$ cat src/sfcs_pkg.sv
package sfcs_pkg;

  localparam int unsigned DefPageSize       = 256;
  localparam int unsigned DefSectorSize     = 4096;
  localparam int unsigned DefPowerDownTries = 10;
  localparam int unsigned MaxResults        = 16;

  // Host opcodes.
  localparam logic [2:0] OpOpen    = 3'd0;
  localparam logic [2:0] OpClose   = 3'd1;
  localparam logic [2:0] OpRead    = 3'd2;
  localparam logic [2:0] OpWrite   = 3'd3;
  localparam logic [2:0] OpErase   = 3'd4;
  localparam logic [2:0] OpPayload = 3'd5;
  localparam logic [2:0] OpRecv    = 3'd6;

  // Bus actions.
  localparam logic [2:0] ActSel     = 3'd0;
  localparam logic [2:0] ActRel     = 3'd1;
  localparam logic [2:0] ActSend    = 3'd2;
  localparam logic [2:0] ActRecv    = 3'd3;
  localparam logic [2:0] ActReq     = 3'd4;
  localparam logic [2:0] ActDeliver = 3'd5;
  localparam logic [2:0] ActDone    = 3'd6;

  // Flash instruction bytes.
  localparam logic [7:0] FlReadStatus = 8'h05;
  localparam logic [7:0] FlWriteEn    = 8'h06;
  localparam logic [7:0] FlProgram    = 8'h02;
  localparam logic [7:0] FlRead       = 8'h03;
  localparam logic [7:0] FlErase      = 8'h20;
  localparam logic [7:0] FlReadId     = 8'h90;
  localparam logic [7:0] FlPowerDown  = 8'hB9;
  localparam logic [7:0] FlWakeUp     = 8'hAB;

  // Register indexes.
  localparam logic [1:0] RegPresent = 2'd0;
  localparam logic [1:0] RegMaker   = 2'd1;
  localparam logic [1:0] RegDevice  = 2'd2;

  typedef struct packed {
    logic [2:0]  opcode;
    logic [23:0] offset;
    logic [24:0] length;
    logic [7:0]  data_byte;
    logic        bus_ok;
  } in_t;

  typedef struct packed {
    logic [2:0] action;
    logic [7:0] byte_value;
    logic       success;
    logic       last;
  } out_t;

  typedef struct packed {
    out_t [MaxResults-1:0] e;
    logic [4:0]            n;
  } rlist_t;

  function automatic rlist_t emit(rlist_t l, logic [2:0] a, logic [7:0] v, logic ok);
    rlist_t r;
    r = l;
    if (r.n < 5'(MaxResults)) begin
      r.e[r.n[3:0]] = '{action: a, byte_value: v, success: ok, last: 1'b0};
      r.n = r.n + 5'd1;
    end
    return r;
  endfunction

  function automatic rlist_t send_addr(rlist_t l, logic [23:0] addr);
    rlist_t r;
    r = emit(l, ActSend, addr[23:16], 1'b0);
    r = emit(r, ActSend, addr[15:8], 1'b0);
    r = emit(r, ActSend, addr[7:0], 1'b0);
    return r;
  endfunction

  function automatic rlist_t poll(rlist_t l);
    rlist_t r;
    r = emit(l, ActSel, 8'h00, 1'b0);
    r = emit(r, ActSend, FlReadStatus, 1'b0);
    r = emit(r, ActRecv, 8'h00, 1'b0);
    return r;
  endfunction

  function automatic rlist_t id_read(rlist_t l);
    rlist_t r;
    r = emit(l, ActSel, 8'h00, 1'b0);
    r = emit(r, ActSend, FlReadId, 1'b0);
    r = emit(r, ActSend, 8'hFF, 1'b0);
    r = emit(r, ActSend, 8'hFF, 1'b0);
    r = emit(r, ActSend, 8'h00, 1'b0);
    r = emit(r, ActRecv, 8'h00, 1'b0);
    return r;
  endfunction

endpackage

$ cat src/sfcs_stream_if.sv
interface sfcs_stream_if #(parameter type T = logic);
  logic valid;
  logic ready;
  T     data;

  modport source (output valid, output data, input ready);
  modport sink (input valid, input data, output ready);
  modport monitor (input valid, input data, input ready);
endinterface

$ cat src/spi_nor_flash_command_sequencer_unit.sv
// Results of an accepted word are registered and appear from the next cycle, one word per
// cycle while res_o.ready is high; an input word causes at most 16 results, all drained in
// order through the single result port from the result buffer.
// The next input word is taken in the cycle its predecessor's last result is taken.
// Reset (rst_ni low, asynchronous) clears the sequencer state, empties the result buffer
// and loads the configuration registers with flash present and both ID bytes 0xFF.
module spi_nor_flash_command_sequencer_unit
  import sfcs_pkg::*;
#(
  parameter int unsigned PageSize       = DefPageSize,
  parameter int unsigned SectorSize     = DefSectorSize,
  parameter int unsigned PowerDownTries = DefPowerDownTries
) (
  input  logic                clk_i,
  input  logic                rst_ni,
  sfcs_stream_if.sink         cmd_i,
  sfcs_stream_if.source       res_o,
  input  logic                psel,
  input  logic                penable,
  input  logic                pwrite,
  input  logic [3:0]          paddr,
  input  logic [31:0]         pwdata,
  output logic [31:0]         prdata,
  output logic                pready
);

  localparam int unsigned PW    = $clog2(PageSize);
  localparam int unsigned SW    = $clog2(SectorSize);
  localparam int unsigned SectW = 26 - SW;

  localparam logic [2:0] PhIdle    = 3'd0;
  localparam logic [2:0] PhStatus  = 3'd1;
  localparam logic [2:0] PhRead    = 3'd2;
  localparam logic [2:0] PhPayload = 3'd3;
  localparam logic [2:0] PhId1     = 3'd4;
  localparam logic [2:0] PhId2     = 3'd5;

  // Configuration registers.
  logic       present_q;
  logic [7:0] maker_q, device_q;
  logic       cfg_wr;

  assign pready = 1'b1;
  assign cfg_wr = psel && penable && pwrite;

  always_ff @(posedge clk_i or negedge rst_ni) begin
    if (!rst_ni) begin
      present_q <= 1'b1;
      maker_q   <= 8'hFF;
      device_q  <= 8'hFF;
    end else if (cfg_wr) begin
      unique case (paddr[3:2])
        RegPresent: present_q <= pwdata[0];
        RegMaker:   maker_q   <= pwdata[7:0];
        RegDevice:  device_q  <= pwdata[7:0];
        default: ;
      endcase
    end
  end

  always_comb begin
    unique case (paddr[3:2])
      RegPresent: prdata = {31'd0, present_q};
      RegMaker:   prdata = {24'd0, maker_q};
      RegDevice:  prdata = {24'd0, device_q};
      default:    prdata = 32'd0;
    endcase
  end

  // Sequencer state.
  logic [2:0]       phase_q, phase_d;
  logic [2:0]       kind_q, kind_d;
  logic [23:0]      addr_q, addr_d;
  logic [24:0]      bytes_q, bytes_d;
  logic [PW:0]      page_q, page_d;
  logic [SectW-1:0] sect_q, sect_d;
  logic [7:0]       first_q, first_d;
  logic [3:0]       retry_q, retry_d;

  // Result buffer.
  out_t [MaxResults-1:0] res_q;
  logic [4:0]            n_q, idx_q;
  rlist_t                l;
  in_t                   in;
  logic                  cmd_acc, res_acc;

  assign in      = cmd_i.data;
  assign res_o.valid = (idx_q != n_q);
  assign res_o.data  = res_q[idx_q[3:0]];
  assign res_acc = res_o.valid && res_o.ready;
  assign cmd_i.ready = !res_o.valid || (res_o.ready && (idx_q == n_q - 5'd1));
  assign cmd_acc = cmd_i.valid && cmd_i.ready;

  // Next state and the result list of the offered word.
  always_comb begin
    logic [25:0]  sum;
    logic [PW:0]  room;
    logic [24:0]  bytes_new;
    logic [PW:0]  page_new;
    logic [SectW-1:0] sect_new;
    logic [3:0]   retry_new;
    logic         match;
    l = '0;
    phase_d = phase_q;
    kind_d  = kind_q;
    addr_d  = addr_q;
    bytes_d = bytes_q;
    page_d  = page_q;
    sect_d  = sect_q;
    first_d = first_q;
    retry_d = retry_q;
    sum = 26'(in.offset[SW-1:0]) + 26'(in.length) + 26'(SectorSize - 1);
    room = (PW+1)'(PageSize) - {1'b0, addr_q[PW-1:0]};
    bytes_new = (bytes_q != 25'd0) ? bytes_q - 25'd1 : bytes_q;
    page_new  = (page_q != '0) ? page_q - 1'b1 : page_q;
    sect_new  = (sect_q != '0) ? sect_q - 1'b1 : sect_q;
    retry_new = retry_q + 4'd1;
    match = (first_q == maker_q) && (in.data_byte == device_q);

    if (phase_q == PhIdle) begin
      if (in.opcode <= OpErase) kind_d = in.opcode;
      case (in.opcode)
        OpOpen: begin
          if (!present_q) begin
            l = emit(l, ActDone, 8'h00, 1'b0);
          end else begin
            l = emit(l, ActRel, 8'h00, 1'b0);
            l = emit(l, ActSel, 8'h00, 1'b0);
            l = emit(l, ActSend, FlWakeUp, 1'b0);
            l = emit(l, ActRel, 8'h00, 1'b0);
            l = poll(l);
            phase_d = PhStatus;
          end
        end
        OpClose: begin
          retry_d = 4'd0;
          l = poll(l);
          phase_d = PhStatus;
        end
        OpRead, OpWrite: begin
          addr_d  = in.offset;
          bytes_d = in.length;
          if (in.opcode == OpWrite && in.length == 25'd0) begin
            l = emit(l, ActDone, 8'h00, 1'b1);
          end else begin
            l = poll(l);
            phase_d = PhStatus;
          end
        end
        OpErase: begin
          if (in.length == 25'd0) begin
            l = emit(l, ActDone, 8'h00, 1'b1);
          end else begin
            addr_d = {in.offset[23:SW], SW'(0)};
            sect_d = SectW'(sum >> SW);
            l = poll(l);
            phase_d = PhStatus;
          end
        end
        default: ;
      endcase
    end else if (phase_q == PhPayload) begin
      if (in.opcode == OpPayload) begin
        l = emit(l, ActSend, in.data_byte, 1'b0);
        addr_d  = addr_q + 24'd1;
        bytes_d = bytes_new;
        page_d  = page_new;
        if (page_new != '0) begin
          l = emit(l, ActReq, 8'h00, 1'b0);
        end else begin
          l = emit(l, ActRel, 8'h00, 1'b0);
          if (bytes_new != 25'd0) begin
            l = poll(l);
            phase_d = PhStatus;
          end else begin
            l = emit(l, ActDone, 8'h00, 1'b1);
            phase_d = PhIdle;
          end
        end
      end
    end else if (in.opcode == OpRecv) begin
      if (!in.bus_ok) begin
        l = emit(l, ActRel, 8'h00, 1'b0);
        l = emit(l, ActDone, 8'h00, 1'b0);
        phase_d = PhIdle;
      end else if (phase_q == PhStatus) begin
        if (in.data_byte[0]) begin
          l = emit(l, ActRecv, 8'h00, 1'b0);
        end else begin
          // Flash idle: start the command proper.
          l = emit(l, ActRel, 8'h00, 1'b0);
          case (kind_q)
            OpOpen: begin
              l = id_read(l);
              phase_d = PhId1;
            end
            OpClose: begin
              l = emit(l, ActSel, 8'h00, 1'b0);
              l = emit(l, ActSend, FlPowerDown, 1'b0);
              l = emit(l, ActRel, 8'h00, 1'b0);
              retry_d = 4'd0;
              l = id_read(l);
              phase_d = PhId1;
            end
            OpRead: begin
              l = emit(l, ActSel, 8'h00, 1'b0);
              l = emit(l, ActSend, FlRead, 1'b0);
              l = send_addr(l, addr_q);
              if (bytes_q == 25'd0) begin
                l = emit(l, ActRel, 8'h00, 1'b0);
                l = emit(l, ActDone, 8'h00, 1'b1);
                phase_d = PhIdle;
              end else begin
                l = emit(l, ActRecv, 8'h00, 1'b0);
                phase_d = PhRead;
              end
            end
            OpWrite: begin
              l = emit(l, ActSel, 8'h00, 1'b0);
              l = emit(l, ActSend, FlWriteEn, 1'b0);
              l = emit(l, ActRel, 8'h00, 1'b0);
              l = emit(l, ActSel, 8'h00, 1'b0);
              l = emit(l, ActSend, FlProgram, 1'b0);
              l = send_addr(l, addr_q);
              page_d = (bytes_q < 25'(room)) ? bytes_q[PW:0] : room;
              l = emit(l, ActReq, 8'h00, 1'b0);
              phase_d = PhPayload;
            end
            OpErase: begin
              l = emit(l, ActSel, 8'h00, 1'b0);
              l = emit(l, ActSend, FlWriteEn, 1'b0);
              l = emit(l, ActRel, 8'h00, 1'b0);
              l = emit(l, ActSel, 8'h00, 1'b0);
              l = emit(l, ActSend, FlErase, 1'b0);
              l = send_addr(l, addr_q);
              l = emit(l, ActRel, 8'h00, 1'b0);
              addr_d = addr_q + 24'(SectorSize);
              sect_d = sect_new;
              if (sect_new != '0) begin
                l = poll(l);
                phase_d = PhStatus;
              end else begin
                l = emit(l, ActDone, 8'h00, 1'b1);
                phase_d = PhIdle;
              end
            end
            default: begin
              l = emit(l, ActDone, 8'h00, 1'b0);
              phase_d = PhIdle;
            end
          endcase
        end
      end else if (phase_q == PhRead) begin
        l = emit(l, ActDeliver, in.data_byte, 1'b0);
        addr_d  = addr_q + 24'd1;
        bytes_d = bytes_new;
        if (bytes_new == 25'd0) begin
          l = emit(l, ActRel, 8'h00, 1'b0);
          l = emit(l, ActDone, 8'h00, 1'b1);
          phase_d = PhIdle;
        end else begin
          l = emit(l, ActRecv, 8'h00, 1'b0);
        end
      end else if (phase_q == PhId1) begin
        first_d = in.data_byte;
        l = emit(l, ActRecv, 8'h00, 1'b0);
        phase_d = PhId2;
      end else if (phase_q == PhId2) begin
        l = emit(l, ActRel, 8'h00, 1'b0);
        if (kind_q == OpOpen) begin
          l = emit(l, ActDone, 8'h00, match);
          phase_d = PhIdle;
        end else if (!match) begin
          l = emit(l, ActDone, 8'h00, 1'b1);
          phase_d = PhIdle;
        end else begin
          // Flash still answers: power-down did not take yet.
          retry_d = retry_new;
          if (retry_new < 4'(PowerDownTries)) begin
            l = id_read(l);
            phase_d = PhId1;
          end else begin
            l = emit(l, ActDone, 8'h00, 1'b0);
            phase_d = PhIdle;
          end
        end
      end
    end

    // Mark the final word of the list.
    if (l.n != 5'd0) l.e[4'(l.n - 5'd1)].last = 1'b1;
  end

  // State and result counters.
  always_ff @(posedge clk_i or negedge rst_ni) begin
    if (!rst_ni) begin
      phase_q <= PhIdle;
      kind_q  <= 3'd0;
      addr_q  <= 24'd0;
      bytes_q <= 25'd0;
      page_q  <= '0;
      sect_q  <= '0;
      first_q <= 8'd0;
      retry_q <= 4'd0;
      n_q     <= 5'd0;
      idx_q   <= 5'd0;
    end else if (cmd_acc) begin
      phase_q <= phase_d;
      kind_q  <= kind_d;
      addr_q  <= addr_d;
      bytes_q <= bytes_d;
      page_q  <= page_d;
      sect_q  <= sect_d;
      first_q <= first_d;
      retry_q <= retry_d;
      n_q     <= l.n;
      idx_q   <= 5'd0;
    end else if (res_acc) begin
      idx_q <= idx_q + 5'd1;
    end
  end

  // Result payload.
  always_ff @(posedge clk_i) begin
    if (cmd_acc) res_q <= l.e;
  end

endmodule

$ cat src/flat_wrapper.sv
// flat-port wrapper written by rule: the top's interface ports become plain ports
module spi_nor_flash_command_sequencer_unit_flat import sfcs_pkg::*;
#(
  parameter int unsigned PageSize       = DefPageSize,
  parameter int unsigned SectorSize     = DefSectorSize,
  parameter int unsigned PowerDownTries = DefPowerDownTries
)
  (clk_i, rst_ni, psel, penable, pwrite, paddr, pwdata, prdata, pready, cmd_i_valid, cmd_i_data, cmd_i_ready, res_o_valid, res_o_data, res_o_ready);
  sfcs_stream_if cmd_i_i ();
  sfcs_stream_if res_o_i ();
  input  logic clk_i;
  input  logic rst_ni;
  input  logic psel;
  input  logic penable;
  input  logic pwrite;
  input  logic [3:0] paddr;
  input  logic [31:0] pwdata;
  output logic [31:0] prdata;
  output logic pready;
  input wire logic [$bits(cmd_i_i.valid)-1:0] cmd_i_valid;
  input wire logic [$bits(cmd_i_i.data)-1:0] cmd_i_data;
  output wire logic [$bits(cmd_i_i.ready)-1:0] cmd_i_ready;
  output wire logic [$bits(res_o_i.valid)-1:0] res_o_valid;
  output wire logic [$bits(res_o_i.data)-1:0] res_o_data;
  input wire logic [$bits(res_o_i.ready)-1:0] res_o_ready;
  assign cmd_i_i.valid = cmd_i_valid;
  assign cmd_i_i.data = cmd_i_data;
  assign cmd_i_ready = cmd_i_i.ready;
  assign res_o_valid = res_o_i.valid;
  assign res_o_data = res_o_i.data;
  assign res_o_i.ready = res_o_ready;
  spi_nor_flash_command_sequencer_unit #(.PageSize(PageSize), .SectorSize(SectorSize), .PowerDownTries(PowerDownTries)) u_core (.clk_i(clk_i), .rst_ni(rst_ni), .cmd_i(cmd_i_i), .res_o(res_o_i), .psel(psel), .penable(penable), .pwrite(pwrite), .paddr(paddr), .pwdata(pwdata), .prdata(prdata), .pready(pready));
endmodule
$ cat config.mk
export PLATFORM = sky130hd
export DESIGN_NAME = spi_nor_flash_command_sequencer_unit_flat
export DESIGN_NICKNAME = d
export VERILOG_FILES = /design/src/sfcs_pkg.sv /design/src/sfcs_stream_if.sv /design/src/spi_nor_flash_command_sequencer_unit.sv /design/src/flat_wrapper.sv
export SDC_FILE = /design/constraint.sdc
export NUM_CORES = 1
export LEC_CHECK = 0
export BUFFER_PORTS_ARGS = -buffer_cell sky130_fd_sc_hd__buf_2
export CAP_MARGIN = 20
export CORE_MARGIN = 4
export CORE_UTILIZATION = 44
export DETAILED_ROUTE_END_ITERATION = 10
export MAX_ROUTING_LAYER = met4
export PLACE_DENSITY = 0.76
export SYNTH_ARGS = -nofsm -noshare
export SYNTH_HDL_FRONTEND = slang
export SYNTH_SLANG_ARGS = --single-unit
$ cat constraint.sdc
create_clock -name clk_i -period 2.1 [get_ports clk_i]
set_input_delay 0.105 -clock clk_i [delete_from_list [all_inputs] [get_ports clk_i]]
set_output_delay 0.105 -clock clk_i [all_outputs]
set_load 0.005 [all_outputs]
==> results of run 1 <==
what timing repair did:
item	4_1_cts	5_1_grt
endpoints found under the setup margin	1	16
hold buffers	1	0
pin swaps	0	1
resized for setup	1	1
endpoints found under the hold margin	8	0
buffers inserted	2	0
registers in the layout (all words and copies together), names as in the netlist:
| name | flops |
|---|---|
| u_core.n_q | 2 |
| u_core.present_q | 1 |
| u_core.maker_q | 8 |
| u_core.phase_q | 1 |
| u_core.res_q | 14 |
| u_core.idx_q | 5 |
| u_core.device_q | 8 |
report_power, final:
part / switching [mW] / internal, mW
Sequential: 0.159 / 1.08
Clock: 0.262 / 0.305
Combinational: 0.438 / 0.532
Total: 0.858 / 1.92
placed cells by master (no fill, tap or decap), drive strengths merged, types with 6 or more instances in the layout:
cell	instances
nor2	6
o21ai	7
dfstp	17
clkbuf	6
dfrtp	8
buf	34
mux2	17
conb	37
a22o	7
edfxtp	14
worst min path at each step:
stage                         start                  to  slack [ns]  depth (start not counted)
after floorplan              rst_ni     u_core.idx_q[0]       -0.19                          0
after global placement       rst_ni     u_core.idx_q[3]        0.11                          1
after detailed placement     rst_ni     u_core.idx_q[3]        0.12                          1
after CTS                 pwdata[5]   u_core.maker_q[5]        0.04                          2
after global routing      pwdata[6]   u_core.maker_q[6]        0.04                          2
final                     pwdata[2]  u_core.device_q[2]        0.05                          2
layer usage:
metal / global-route usage / wire length [um] / vias up
met4: 0.0757 / 78 / 0
met3: 0.0330 / 232 / 7
met2: 0.188 / 1610 / 42
met1: 0.158 / 1370 / 608
met5: - / 0 / -
li1: - / - / 580
final cells by class:
class	count	area share
flip-flops and latches	39	0.462
repair buffers	35	0.0909
clock inverters	2	0.00595
multi-input cells	117	0.368
clock buffers	6	0.0406
inverters	3	0.00487
well taps	52	0.0281
logic make-up after synthesis:
kind of cell	count (synthesis)	share of synthesized area
buf+inv	33	0.117
other cells	2	0.00371
simple gates	27	0.0722
flops	39	0.527
fa+ha+maj	3	0.0185
mux	24	0.162
compound gates	22	0.0796
xor+xnor	4	0.0210
worst max-delay path: cells and delay by family, from the launching register on:
kind     cells  cell delay [ns]
buf+inv      1             0.14
flops        1             0.46
mux          2             1.00
stage by stage:
stage	hold WS, ns	area, um2
finish	0.0533	2310
global route	0.0441	2310
CTS	0.0415	2320
detailed placement	0.123	2180
global placement	0.114	2180
floorplan	-0.191	2160
==> results.cfg, run 1 <==
[sta]
setup_viol = 0
slew_violations = 0
fin_setup_tns_ns = 0
final.setup_skew_ns = 0.00530
hold_viol = 0
worst_slew_pin_slew_ns = 0.655
slew_headroom = 0.561
fin_crit_ns = 2.00
rsz0062_at_grt = no
fmaxAchievable_mhz = 501
fin_crit_sh = 0.951
setup_ws_ns = 0.103

[global_routing]
gr-usage-all-layers = 0.128
grt_max_degree = 26
antenna_found_initial = 0
grt_pass1_vias = 1145
grt_pass1_wl_mm = 5.20
grt_overflow = 0

[die]
die_h_um = 75.9
ios = 80
row_count = 24
initial_utilization = 0.459
core_area_um2 = 4410
dieArea_um2 = 5760
die_w_um = 75.9

[critical_path]
timing.rr.end = u_core.res_q[104]
critPathLaunchType = flip-flop
arrival_ns = 1.89
critical_path_class = reg -> out
slowest_delay_ns = 0.52
worstPathCellList = mux4_2 > mux4_2 > buf_2
ff2ff_setup_slack_ns = 0.15
crit_start = u_core.idx_q[0]
reg2reg_from = u_core.n_q[0]
required_ns = 2.00
r2r_cells = 7
timing.critical_path.mode_cell = mux4_2
cpMaxStageDelayCell = mux4_2
cp-end-kind = primary output
cp-endpoint = res_o_data
crit_fanout = 6

[routing]
vias = 1237
wl_mm = 3.29
drtIter0Drc = 62
ant_nets = 0
avgRoutedWirePerCell_um = 13.0
drc = 0
firstDrtPassIters = 4
viasPerCell = 4.87

[yosys]
syn_area_um2 = 2030
synth-seq-cells = 39
netlist.area_leader.share = 0.220
synthArstFlopShare = 0.641
yosys.area.top_type = dfstp_2
syn_avg_cell_area_um2 = 13.2
yosys_warnings = 0
yosys_most_used_dff = dfstp_2
synth_most_common_cell = buf_4
ys_top_cells_by_area = dfstp_2 (22%), edfxtp_1 (21%), dfrtp_1 (9.9%)
synth_edf_count = 14
syn_inst = 154
ys_seq_area_frac = 0.527
ys_top_cells_by_count = buf_4 (26), dfstp_2 (17), mux2_2 (17), edfxtp_1 (14), dfrtp_1 (8)
yosys.cell_types.count = 35

[power_and_ir_drop]
power_density_nw_per_um2 = 1200
finalPower_mw = 2.78
ir_drop_v = 0.000557
power.leakage_nw = 1.01

[cts]
clkLatencyLatePin_ns = 0.29
clock_sinks = 39
clkTransAtPathRegs_ns = 0.08
cts_tree = yes
cts-htree-levels = 2
cts.path.max_buffers = 2
cts-root-buf = clkbuf_8
cts_buffers = 5

[layout]
fillers = 392
utilization = 0.524
diodes = 0
fin_cells = 254
area_growth_pct = 14.1
nets = 248
seqCellArea_um2 = 1070
multi_input_area_um2 = 851
layout-drive-gt1-share = 0.441

[flow_run]
cap_violations = 0

[worst_hold_path]
hp-class = in -> reg

[place]
dp_hpwl_mm = 2.37
place_inst = 243
port_buffers = 27
dp_slack_ns = 0.126
place_congestion = 0.751

[outcome]
status = complete, no violations
(Power assumes the default switching activity.)
==> inputs of run 2 (changes only) <==
--- a/config.mk
+++ b/config.mk
@@ -7,7 +7,6 @@
 export LEC_CHECK = 0
 export BUFFER_PORTS_ARGS = -buffer_cell sky130_fd_sc_hd__buf_2
 export CAP_MARGIN = 20
-export CORE_MARGIN = 4
 export CORE_UTILIZATION = 44
 export DETAILED_ROUTE_END_ITERATION = 10
 export MAX_ROUTING_LAYER = met4
==> results.cfg, run 2 (synthesis results as in run 1) <==
[layout]
nets = 247
diodes = 0
layout-drive-gt1-share = 0.438
fillers = 386
layout_commonest_cell = conb_1
max_flop_register = u_core.res_q
top_regs = u_core.res_q x14, u_core.device_q x8, u_core.maker_q x8
fin_cells = 253
area_growth_pct = 13.5
largest_reg_flops = 14
final_cell_mix = conb_1 (37), buf_2 (27), mux2_2 (17), dfstp_2 (17), edfxtp_1 (14)

[sta]
fmaxAchievable_mhz = 492
rsz0062_at_grt = yes
fin_crit_ns = 2.03
slew_violations = 0
slew_headroom = 0.556
setup_ws_ns = 0.0671
hold_viol = 0
final.setup_skew_ns = 0.00804
fin_crit_sh = 0.968
setup_viol = 0
worst_slew_pin_slew_ns = 0.664
whs_ns = 0.0568

[routing]
drtIter0Drc = 40
avgRoutedWirePerCell_um = 12.5
viasPerCell = 4.88
wl_mm = 3.18
vias = 1235
ant_nets = 0
firstDrtPassIters = 4
drc = 0

[power_and_ir_drop]
power.leakage_nw = 1.00
clockPowerShare = 0.200
finalPower_mw = 2.76
seq_power_share = 0.453
power_density_nw_per_um2 = 1200
p_sw_frac = 0.309
power.switching_mw = 0.853
p_int_mw = 1.91
ir_drop_v = 0.000668
combPwrFrac = 0.347

[critical_path]
cpMaxStageDelayCell = dfrtp_1
worstPathCellList = buf_4 > ha_1 > xor2_1 > nand2_1 > o41ai_2 > and2_1 > buf_12
r2r_cells = 7
slowest_delay_ns = 0.39
arrival_ns = 2.03
critPathLaunchType = flip-flop
cp-end-kind = flip-flop
critical_path_class = reg -> reg
crit_fanout = 14
required_ns = 2.10

[cts]
cts_buffers = 5
clkTransAtPathRegs_ns = 0.07
cts-root-buf = clkbuf_8
cts-htree-levels = 2
cts.path.max_buffers = 2
clock_sinks = 39
clkLatencyLatePin_ns = 0.29
cts_tree = yes

[global_routing]
grt_pass1_wl_mm = 5.19
grt_overflow = 0
antenna_found_initial = 0
gr-usage-all-layers = 0.143
grt_max_degree = 26
grt_pass1_vias = 1138

[flow_run]
cap_violations = 0

[die]
initial_utilization = 0.462
ios = 80
die_w_um = 69.9
dieArea_um2 = 4880
die_h_um = 69.9
row_count = 24
core_area_um2 = 4380

[worst_hold_path]
hp-class = in -> reg
worstHoldPathCells = 2

[place]
place_inst = 242
dp_hpwl_mm = 2.30
dp_slack_ns = 0.0415
port_buffers = 27
place_congestion = 0.740

[outcome]
status = complete, no violations
==> run 2: what timing repair did <==
item | in CTS | in global routing
setup endpoints to repair | 1 | 19
pin swaps | 0 | 1
endpoints found under the hold margin | 8 | 0
hold buffers | 1 | 0
gates resized for setup | 1 | 1
buffers inserted | 1 | 1
==> run 2: per-stage QoR <==
| stage | setup TNS, ns | instance area, um2 | utilization |
|---|---|---|---|
| global placement | 0 | 2180 | 0.496 |
| floorplan | 0 | 2160 | - |
| detailed placement | 0 | 2180 | 0.496 |
| global route | -0.275 | 2300 | 0.525 |
| finish | 0 | 2300 | 0.525 |
| CTS | 0 | 2300 | 0.524 |
==> run 2: worst paths after layout <==
kind	start	endpoint	slack (ns)
max in group asynchronous	rst_ni	u_core.idx_q[0]	1.39
min in group asynchronous	rst_ni	u_core.n_q[2]	0.33
worst min register to register	u_core.phase_q[0]	u_core.n_q[0]	0.50
worst min-delay path	pwdata[2]	u_core.device_q[2]	0.06
worst max register to register	u_core.n_q[0]	u_core.res_q[130]	0.07
worst max-delay path	u_core.n_q[0]	u_core.res_q[130]	0.07
==> run 2: routing by layer <==
| layer | track usage | vias to the layer above | share of wire |
|---|---|---|---|
| li1 | - | 581 | - |
| met1 | 0.179 | 609 | 0.46 |
| met2 | 0.222 | 38 | 0.48 |
| met3 | 0.0303 | 7 | 0.036 |
| met4 | 0.0667 | 0 | 0.022 |
| met5 | - | - | 0 |
==> run 2: power by group through the flow <==
stage | clock [mW] | combinational, mW | sequential (mW)
after detailed placement | 0 | 0.912 | 1.28
after floorplan | 0 | 0.739 | 1.19
after CTS | 0.576 | 0.940 | 1.26
after global routing | 0.597 | 1.05 | 1.29
after global placement | 0 | 0.882 | 1.26
final | 0.554 | 0.958 | 1.25
==> run 2: worst max-delay path, delay by kind of cell, from the launching register on <==
family | cells | cell delay (ns)
fa+ha+maj | 1 | 0.20
buf+inv | 2 | 0.32
xor+xnor | 1 | 0.15
simple gates | 2 | 0.33
compound gates | 1 | 0.35
flops | 1 | 0.39
==> run 2: final cells by class <==
class / instances / area, um2 / share of cell area
clock buffer: 7 / 96.3 / 0.0419
multi-input combinational: 117 / 851 / 0.370
sequential: 39 / 1070 / 0.464
inverter: 3 / 11.3 / 0.00489
timing repair buffer: 34 / 203 / 0.0881
clock inverter: 1 / 6.26 / 0.00272
tap: 52 / 65.1 / 0.0283
==> inputs of run 3 (changes only) <==
--- a/config.mk
+++ b/config.mk
@@ -7,10 +7,10 @@
 export LEC_CHECK = 0
 export BUFFER_PORTS_ARGS = -buffer_cell sky130_fd_sc_hd__buf_2
 export CAP_MARGIN = 20
-export CORE_UTILIZATION = 44
+export CORE_UTILIZATION = 40
 export DETAILED_ROUTE_END_ITERATION = 10
 export MAX_ROUTING_LAYER = met4
-export PLACE_DENSITY = 0.76
+export PLACE_DENSITY = 0.74
 export SYNTH_ARGS = -nofsm -noshare
 export SYNTH_HDL_FRONTEND = slang
 export SYNTH_SLANG_ARGS = --single-unit
==> results.cfg, run 3 (synthesis results as in run 1) <==
[outcome]
status = complete, no violations

[cts]
cts.path.max_buffers = 2
cts_tree = yes
cts-root-buf = clkbuf_8
cts_buffers = 5
clkTransAtPathRegs_ns = 0.07
clkLatencyLatePin_ns = 0.29
cts-htree-levels = 2
clock_sinks = 39

[die]
row_count = 25
dieArea_um2 = 5360
die_w_um = 73.2
initial_utilization = 0.424
core_area_um2 = 4790
die_h_um = 73.2
ios = 80

[critical_path]
r2r_cells = 7
critical_path_class = reg -> out
critPathLaunchType = flip-flop
cp-end-kind = primary output
reg2reg_from = u_core.n_q[0]
crit_fanout = 5
ff2ff_setup_slack_ns = 0.13
arrival_ns = 1.92
timing.rr.end = u_core.res_q[0]
required_ns = 2.00

[routing]
avgRoutedWirePerCell_um = 12.1
wl_mm = 3.27
drc = 0
ant_nets = 0
vias = 1236
drtIter0Drc = 19
firstDrtPassIters = 4
viasPerCell = 4.58

[power_and_ir_drop]
ir_drop_v = 0.000784
power.leakage_nw = 1.02
power_density_nw_per_um2 = 1200
finalPower_mw = 2.84

[layout]
max_flop_register = u_core.res_q
largest_reg_flops = 14
fillers = 429
area_growth_pct = 16.2
top_regs = u_core.res_q x14, u_core.device_q x8, u_core.maker_q x8
layout-drive-gt1-share = 0.453
nets = 249
diodes = 0
layout_commonest_cell = conb_1
utilization = 0.492
final_cell_mix = conb_1 (37), buf_2 (27), mux2_2 (17), dfstp_2 (17), edfxtp_1 (14)

[global_routing]
antenna_found_initial = 0
gr-usage-all-layers = 0.134
grt_overflow = 0
grt_max_degree = 26
grt_pass1_vias = 1137
grt_pass1_wl_mm = 5.24

[worst_hold_path]
worstHoldPathCells = 2
hp-class = in -> reg
hold_end = u_core.maker_q[3]
holdCritStartpoint = pwdata[3]

[sta]
setup_viol = 0
fmaxAchievable_mhz = 495
fin_crit_ns = 2.02
final.setup_skew_ns = 0.00870
fin_crit_sh = 0.962
setup_ws_ns = 0.0797
worst_slew_pin_slew_ns = 0.669
slew_headroom = 0.552
hold_viol = 0
slew_violations = 0
whs_ns = 0.0628

[place]
port_buffers = 27
dp_hpwl_mm = 2.37
dp_slack_ns = 0.0411
place_congestion = 0.799

[flow_run]
cap_violations = 0
## run 3: per-layer routing
layer | GRT usage | share of wire | up-vias
met2 | 0.205 | 0.49 | 44
li1 | - | - | 585
met4 | 0.0610 | 0.024 | 0
met5 | - | 0 | -
met3 | 0.0331 | 0.044 | 8
met1 | 0.168 | 0.45 | 599
## run 3: power by group
group          switching, mW  total (mW)  leakage, nW  internal (mW)
Clock                  0.246       0.546       0.0515          0.300
Combinational          0.467        1.03        0.563          0.567
Sequential             0.170        1.26        0.404           1.09
## run 3: timing repair
action,4_1_cts,5_1_grt
gates resized for setup,1,5
hold buffers,1,0
pin swaps,0,2
setup buffers,1,2
setup endpoints to repair,1,24
endpoints found under the hold margin,8,0
## run 3: how the worst max path moves through the flow
stage                               start                end  cells after the start
after floorplan             u_core.n_q[0]    u_core.res_q[0]                      7
after global placement      u_core.n_q[2]  u_core.res_q[143]                      7
after detailed placement    u_core.n_q[2]  u_core.res_q[130]                      7
after CTS                   u_core.n_q[2]    u_core.res_q[0]                      7
after global routing        u_core.n_q[2]        cmd_i_ready                      8
final                     u_core.idx_q[0]         res_o_data                      3
## run 3: area by class of cell
class,count,area [um2],share of cell area
clock buffer,8,100,0.0425
sequential,39,1070,0.454
timing repair buffer,36,218,0.0925
multi-input combinational,117,872,0.370
tap,67,83.8,0.0356
inverter,3,11.3,0.00478
## run 3: stage by stage
stage | area [um2] | std cells | setup TNS [ns]
2_1_floorplan | 2160 | 189 | 0
3_3_place_gp | 2200 | 258 | 0
3_5_place_dp | 2200 | 258 | 0
4_1_cts | 2320 | 268 | 0
5_1_grt | 2350 | 270 | -0.00194
6_report | 2350 | 270 | 0
## run 3: worst max-delay path, stage by stage, from the launching register on
cell,delay (ns)
dfrtp_2,0.46
mux4_2,0.52
mux4_1,0.51
buf_2,0.14
